==> config.mk <==
export PLATFORM = sky130hd
export DESIGN_NAME = fcr_mac
export DESIGN_NICKNAME = d
export VERILOG_FILES = /design/src/rtl/fcr_pkg.sv /design/src/rtl/fcr_mac.sv
export SDC_FILE = /design/constraint.sdc
export NUM_CORES = 1
export LEC_CHECK = 0
export BUFFER_PORTS_ARGS = -buffer_cell sky130_fd_sc_hd__buf_2
export CAP_MARGIN = 20
export CORE_ASPECT_RATIO = 1.2
export CORE_MARGIN = 5
export CORE_UTILIZATION = 55
export CTS_CLUSTER_SIZE = 30
export DETAILED_ROUTE_END_ITERATION = 16
export GPL_TIMING_DRIVEN = 0
export PLACE_DENSITY = 0.83
export SLEW_MARGIN = 20
export SYNTH_ARGS = -nofsm -noshare
export SYNTH_HDL_FRONTEND = slang
export SYNTH_SLANG_ARGS = --single-unit
==> constraint.sdc <==
create_clock -name clk -period 4.9 [get_ports clk]
set_input_delay 0.98 -clock clk [delete_from_list [all_inputs] [get_ports clk]]
set_output_delay 0.98 -clock clk [all_outputs]
set_load 0.05 [all_outputs]
==> src/rtl/fcr_pkg.sv <==
// Shared types and constants of the convolution reverb block.
// Used by fcr_mac, fir_convolution_reverb, fcr_checker and the testbench files; depends on nothing.
package fcr_pkg;

    localparam int MAX_TAPS_DEF    = 1024;
    localparam int SAMPLE_BITS_DEF = 16;
    localparam int TAPS_W          = 11;
    localparam int ACC_W           = 64;

    localparam logic [TAPS_W-1:0] TAPS_RESET = 11'd1024;

    localparam logic REQ_LOAD   = 1'b0;
    localparam logic REQ_SAMPLE = 1'b1;

    typedef struct packed {
        logic               req_type;
        logic [9:0]         tap_index;
        logic signed [15:0] tap_value;
        logic signed [15:0] sample_in;
    } req_t;

    typedef struct packed {
        logic signed [15:0] sample_out;
        logic               clipped;
    } rsp_t;

    // Control from the sequencer to the multiply-accumulate unit.
    typedef struct packed {
        logic clr;
        logic vld;
    } mac_ctl_t;

endpackage

==> src/rtl/fcr_mac.sv <==
// Shared multiply-accumulate unit with round-half-up and saturation of the sum.
// Depends on fcr_pkg for the control struct, the result type and the accumulator width.
module fcr_mac #(
    parameter int SAMPLE_BITS = fcr_pkg::SAMPLE_BITS_DEF
) (
    input  logic                   clk,
    input  logic                   rst_n,
    input  fcr_pkg::mac_ctl_t      ctl,
    input  logic [SAMPLE_BITS-1:0] coef,
    input  logic [SAMPLE_BITS-1:0] samp,
    output logic                   busy,
    output fcr_pkg::rsp_t          result
);

    localparam int FRAC = SAMPLE_BITS - 1;
    localparam int AW   = fcr_pkg::ACC_W;
    localparam logic signed [AW-1:0] HALF   = AW'(64'sd1 <<< (FRAC - 1));
    localparam logic signed [AW-1:0] MAXPOS = AW'((64'sd1 <<< FRAC) - 64'sd1);
    localparam logic signed [AW-1:0] MAXNEG = AW'(-(64'sd1 <<< FRAC));

    logic signed [2*SAMPLE_BITS-1:0] prod_reg;
    logic                            prod_vld_reg;
    logic signed [AW-1:0]            acc_reg;
    logic signed [AW-1:0]            rnd;
    logic signed [AW-1:0]            quo;
    logic signed [AW-1:0]            res;
    logic                            clip;

    always_ff @(posedge clk)
    begin
        if (ctl.vld)
        begin
            prod_reg <= $signed(coef) * $signed(samp);
        end
    end

    always_ff @(posedge clk or negedge rst_n)
    begin
        if (!rst_n)
        begin
            prod_vld_reg <= 1'b0;
            acc_reg      <= '0;
        end
        else
        begin
            prod_vld_reg <= ctl.vld;
            if (ctl.clr)
            begin
                acc_reg <= '0;
            end
            else if (prod_vld_reg)
            begin
                acc_reg <= acc_reg + AW'(prod_reg);
            end
        end
    end

    // Adding half an LSB and shifting arithmetically floors toward minus infinity,
    // which is round half up for both signs.
    always_comb
    begin
        rnd  = acc_reg + HALF;
        quo  = rnd >>> FRAC;
        clip = 1'b0;
        res  = quo;
        if (quo > MAXPOS)
        begin
            res  = MAXPOS;
            clip = 1'b1;
        end
        else if (quo < MAXNEG)
        begin
            res  = MAXNEG;
            clip = 1'b1;
        end
    end

    assign busy              = prod_vld_reg;
    assign result.sample_out = res[15:0];
    assign result.clipped    = clip;

endmodule

==> results of run 1 <==
cells by family after synthesis:
logic type                 share of synthesized area
and+or+nand+nor                                0.176
DFF                                            0.140
AOI/OAI and AO/OA                              0.127
adders and majority gates                      0.385
buffers and inverters                         0.0881
xor gates and xnor gates                      0.0561
muxes                                         0.0274
synthesized netlist by cell type (21+ instances only):
cell | instances | share of area
edfxtp_1 | 32 | 0.052
mux2i_1 | 47 | 0.026
o21ai_0 | 66 | 0.018
nand4_1 | 29 | 0.0099
a21oi_1 | 107 | 0.029
nand2b_1 | 21 | 0.0071
inv_1 | 344 | 0.070
ha_1 | 146 | 0.099
clkbuf_1 | 75 | 0.015
dfrtp_1 | 65 | 0.088
fa_1 | 263 | 0.29
xnor2_1 | 73 | 0.035
xor2_1 | 45 | 0.021
nand2_1 | 217 | 0.044
o21bai_1 | 21 | 0.0086
nand3_1 | 41 | 0.011
and2_1 | 136 | 0.046
nor2_1 | 123 | 0.025
a21o_1 | 50 | 0.020
path summary, 6_finish.rpt:
kind,startpoint,endpoint
hold / removal,rst_n,acc_reg[3]
setup reg to reg,prod_reg[4],acc_reg[61]
max in group asynchronous,rst_n,acc_reg[26]
setup / recovery,coef[5],prod_reg[31]
hold reg to reg,acc_reg[8],acc_reg[8]
min in group clk,acc_reg[8],acc_reg[8]
layer usage:
layer  track usage  share of wire
met5             0              0
met4         0.132          0.055
met3        0.0265          0.050
met2         0.525           0.52
met1         0.325           0.37
cell usage in the layout, fill, tap and decap left out, types with 21 or more instances in the layout:
cell type | netlist | layout
inv_1 | 344 | 315
fa_1 | 263 | 251
nand2_1 | 217 | 208
ha_1 | 146 | 122
and2_1 | 136 | 121
nor2_1 | 123 | 113
a21oi_1 | 107 | 97
buf_4 | 1 | 95
xnor2_1 | 73 | 72
o21ai_0 | 66 | 56
a21o_1 | 50 | 50
mux2i_1 | 47 | 47
xor2_1 | 45 | 43
buf_6 | 1 | 43
clkbuf_1 | 75 | 40
dfrtp_1 | 65 | 40
nand3_1 | 41 | 35
edfxtp_1 | 32 | 32
nand4_1 | 29 | 29
inv_2 | 0 | 27
dfrtp_2 | 0 | 25
clkbuf_16 | 0 | 22
nand2b_1 | 21 | 21
o21bai_1 | 21 | 21
worst reg2reg max path, stage by stage, from the launching register on:
cell	delay, ps
edfxtp_1	390
ha_1	420
o211ai_1	140
o21ai_0	350
nand3_1	190
o21ai_0	660
a41oi_1	430
o21ai_0	840
a21oi_1	280
a31oi_1	510
a31oi_1	200
nor2b_1	180
o32ai_1	210
cell type report:
type                            count  area (um2)
Clock buffer                        9         225
Fill cell                        2542       11200
Buffer                             82         769
Multi-Input combinational cell   1601       15000
Clock inverter                      7        86.3
Sequential cell                    97        2620
Tap cell                          450         563
Timing Repair Buffer              158        1430
Inverter                          344        1300
metrics by stage:
step                      hold WS [ps]  setup WS (ps)  TNS (ps)
after floorplan                    491          -1660    -21530
after global placement             507          -2480    -38880
after detailed placement           523          -2640    -41220
after CTS                          472          -1740    -25480
after global routing               471          -1970    -30620
final                              469          -1840    -26560
repair_timing:
| action | in CTS | in global routing |
|---|---|---|
| setup buffers | 63 | 43 |
| gates cloned | 3 | 1 |
| hold endpoints to repair | 0 | 0 |
| endpoints found under the setup margin | 39 | 41 |
| gates resized for setup | 194 | 141 |
| pin swaps | 76 | 67 |
==> results.json, run 1 <==
{
  "status": "complete, but fails checks",
  "synth_flop_cell": "dfrtp_1",
  "rows": 73,
  "setup_ws_ps": -1840,
  "dr.pass1.iters": 6,
  "synth.cell_area_um2": 18400,
  "netlist_instances": 2126,
  "drc_errors": 0,
  "final_core_util": 0.663,
  "max_slew_margin": 0.384,
  "ant_nets": 0,
  "cp_slowest_cell": "fa_1",
  "setup_viol": 22,
  "cts.sinks": 97,
  "worstSetupStartpointType": "primary input",
  "finalCriticalPeriod_ps": 6740,
  "yosysWarnings": 0,
  "io_buffers": 53,
  "cts_tree": "built",
  "cp_num_cells": 25,
  "max_freq_mhz": 148,
  "area_growth_pct": 19.4,
  "clockBufferDepth": 2,
  "grt_overflow": 0,
  "htreeDepth": 3,
  "syn_nets": 2571,
  "crit_family": "adder cells",
  "final_hold_viol_count": 0,
  "synth_edf_count": 32,
  "path_max_fanout": 7,
  "postCtsHoldBufs": 0,
  "drtIter0Drc": 1017,
  "dp_cells": 2631,
  "fp.dieW_um": 177,
  "stdcell_count": 2748,
  "cp.arrival_ps": 6830,
  "detail_route.vias_per_cell": 5.85,
  "criticalPathCategory": "primary input to flop",
  "start_util": 0.555,
  "yosysUniqueCellTypes": 71,
  "ys_seq_elements": 97,
  "worst_path_most_repeated_cell": "fa_1",
  "grt_pass1_wl_um": 84900,
  "wirelength_um": 53100,
  "hpwl_um": 40700,
  "critPathRequiredTime_ps": 4990,
  "failed_checks": "setup timing",
  "vias": 16100,
  "grt_max_degree": 55,
  "r2r_cells": 12,
  "async_flop_share": 0.670,
  "end_kind": "flop",
  "placed_area_um2": 19700,
  "grt_setup_unrepaired": "yes",
  "gp_congestion": 0.972,
  "report.final.slew_viol_count": 0,
  "diodes": 0,
  "stdcell_area_um2": 22000,
  "finalClockSkew_ps": 7.12,
  "grt_pass1_vias": 16800,
  "largest_reg_flops": 64,
  "regToRegSetupSlack_ps": 10,
  "track_usage": 0.282,
  "numCtsBuffers": 9,
  "coreArea_um2": 33200,
  "ys_seq_area_frac": 0.140,
  "wire_per_inst_um": 19.3,
  "fin_crit_sh": 1.37,
  "cp_num_buf_inv": 6,
  "drive_gt1_frac": 0.181,
  "worstMarginPinSlew_ps": 914,
  "clk_pin_slew_worst_paths_ps": 70,
  "grt_antenna_before_repair": 0,
  "ios": 54,
  "maxCapViolCount": 0,
  "min_path_type": "primary input to async pin",
  "die_h_um": 210,
  "clk_latency_ps": 350,
  "ctsRootBufferMaster": "clkbuf_16",
  "synth_area_per_cell_um2": 8.66,
  "dieArea_um2": 37300,
  "slowest_delay_ps": 550,
  "nets": 2738
}
Power of run 1 is not shown: default switching activity piles up to over one toggle a cycle in this logic, so the estimate is an artifact.
==> inputs of run 2 (changes only) <==
--- a/config.mk
+++ b/config.mk
@@ -13,6 +13,7 @@
 export CTS_CLUSTER_SIZE = 30
 export DETAILED_ROUTE_END_ITERATION = 16
 export GPL_TIMING_DRIVEN = 0
+export MAX_ROUTING_LAYER = met4
 export PLACE_DENSITY = 0.83
 export SLEW_MARGIN = 20
 export SYNTH_ARGS = -nofsm -noshare
==> run 2 against run 1 <==
Compared with the run above: the flow still finishes with violations (setup timing); worst hold slack worse by 28 ps; wire length up 0.96%; sequential cell count unchanged; maximum frequency up 0.20%; worst setup slack better by 13 ps; die area unchanged; clock skew up 8.0 ps; global-route usage up 1.0 points; clock-buffer cell count unchanged; design area down 1.4%; final cell count down 0.55%.
==> results.json, run 2 (synthesis results as in run 1) <==
{
  "cp_num_cells": 25,
  "io_buffers": 53,
  "final_hold_viol_count": 0,
  "htreeDepth": 3,
  "grt_overflow": 0,
  "track_usage": 0.292,
  "cp_slowest_cell": "fa_1",
  "gp_congestion": 0.976,
  "path_max_fanout": 6,
  "min_path_type": "primary input to async pin",
  "ctsRootBufferMaster": "clkbuf_16",
  "diodes": 0,
  "start_util": 0.555,
  "grt_max_degree": 55,
  "worstMarginPinSlew_ps": 794,
  "clockBufferDepth": 2,
  "fillCellCount": 2596,
  "ios": 54,
  "coreArea_um2": 33200,
  "die_h_um": 210,
  "cts_tree": "built",
  "finalClockSkew_ps": 15.1,
  "cp_num_buf_inv": 6,
  "max_freq_mhz": 149,
  "drtIter0Drc": 1061,
  "numCtsBuffers": 9,
  "area_growth_pct": 17.7,
  "maxCapViolCount": 0,
  "grt_setup_unrepaired": "yes",
  "grt_pass1_vias": 16500,
  "layout_commonest_cell": "inv_1",
  "setup_viol": 22,
  "hpwl_um": 41500,
  "cts.sinks": 97,
  "setup_ws_ps": -1820,
  "r2r_cells": 13,
  "vias": 15800,
  "final_core_util": 0.654,
  "max_slew_margin": 0.471,
  "fp.dieW_um": 177,
  "detail_route.vias_per_cell": 5.77,
  "dieArea_um2": 37300,
  "slowest_delay_ps": 570,
  "wire_per_inst_um": 19.6,
  "mostFrequentLayoutCells": "inv_1 (326), fa_1 (256), nand2_1 (210)",
  "grt_antenna_before_repair": 0,
  "criticalPathCategory": "primary input to flop",
  "finalCriticalPeriod_ps": 6720,
  "nets": 2723,
  "worstSetupStartpointType": "primary input",
  "dr.pass1.iters": 6,
  "worst_path_most_repeated_cell": "fa_1",
  "drc_errors": 0,
  "clk_latency_ps": 380,
  "fin_crit_sh": 1.37,
  "status": "complete, but fails checks",
  "grt_pass1_wl_um": 84000,
  "ant_nets": 0,
  "rows": 73,
  "cp.arrival_ps": 6840,
  "wirelength_um": 53600,
  "clk_pin_slew_worst_paths_ps": 70,
  "critPathRequiredTime_ps": 5020,
  "largest_reg_flops": 64,
  "failed_checks": "setup timing",
  "drive_gt1_frac": 0.162,
  "end_kind": "flop",
  "report.final.slew_viol_count": 0,
  "crit_family": "adder cells"
}
## run 2: changes by cell type in the layout (fill, tap and decap cells not counted), moves of 6 or more
cell,change
inv_1,+11
o21ai_1,+10
inv_2,-9
o21ai_2,-6
buf_6,-19
## run 2: path summary, 6_finish.rpt
path | startpoint | endpoint | slack [ps]
max | samp[6] | prod_reg[31] | -1820
min | rst_n | acc_reg[6] | 440
max reg2reg | acc_reg[22] | acc_reg[63] | 270
min reg2reg | acc_reg[8] | acc_reg[8] | 530
max in group asynchronous | rst_n | acc_reg[39] | 3900
min in group clk | acc_reg[8] | acc_reg[8] | 530
## run 2: through the flow
| stage | worst slack [ps] | setup TNS [ps] | hold WS (ps) | std cells | instance area [um2] |
|---|---|---|---|---|---|
| after floorplan | -1660 | -21530 | 491 | 2126 | 18800 |
| after global placement | -2510 | -40070 | 508 | 2629 | 19600 |
| after detailed placement | -2540 | -42230 | 523 | 2631 | 19700 |
| after CTS | -1680 | -23930 | 432 | 2704 | 21100 |
| after global routing | -2040 | -30400 | 444 | 2733 | 21700 |
| final | -1820 | -26690 | 441 | 2733 | 21700 |
## run 2: per-layer routing
metal | vias up | GRT usage | share of wire
li1 | 7254 | - | -
met5 | - | - | 0
met2 | 613 | 0.518 | 0.52
met3 | 183 | 0.0310 | 0.049
met1 | 7712 | 0.323 | 0.37
met4 | 0 | 0.157 | 0.059
## run 2: layout make-up
class | count | area [um2] | share of cell area
buffer | 82 | 791 | 0.0365
clock buffer | 9 | 225 | 0.0104
clock inverter | 7 | 72.6 | 0.00335
inverter | 344 | 1290 | 0.0596
multi-input combinational | 1601 | 14900 | 0.687
sequential | 97 | 2620 | 0.121
tap | 450 | 563 | 0.0260
timing repair buffer | 143 | 1210 | 0.0560
## run 2: what timing repair did
item                                    CTS  global route
pin swaps                                48            48
cloned                                    2             0
hold buffers                              0             0
endpoints found under the setup margin   39            41
resized for setup                       166           103
buffers inserted                         56            31
## run 2: worst register-to-register path: cells and delay by family, from the launching register on
family | cells | cell delay [ps]
AND/OR/NAND/NOR | 4 | 1020
flip-flops | 1 | 480
adder cells (fa/ha/maj) | 1 | 300
multiplexers | 1 | 360
AO/OA/AOI/OAI | 6 | 2110
buffers and inverters | 1 | 260
Power of run 2 is left out for the same reason.
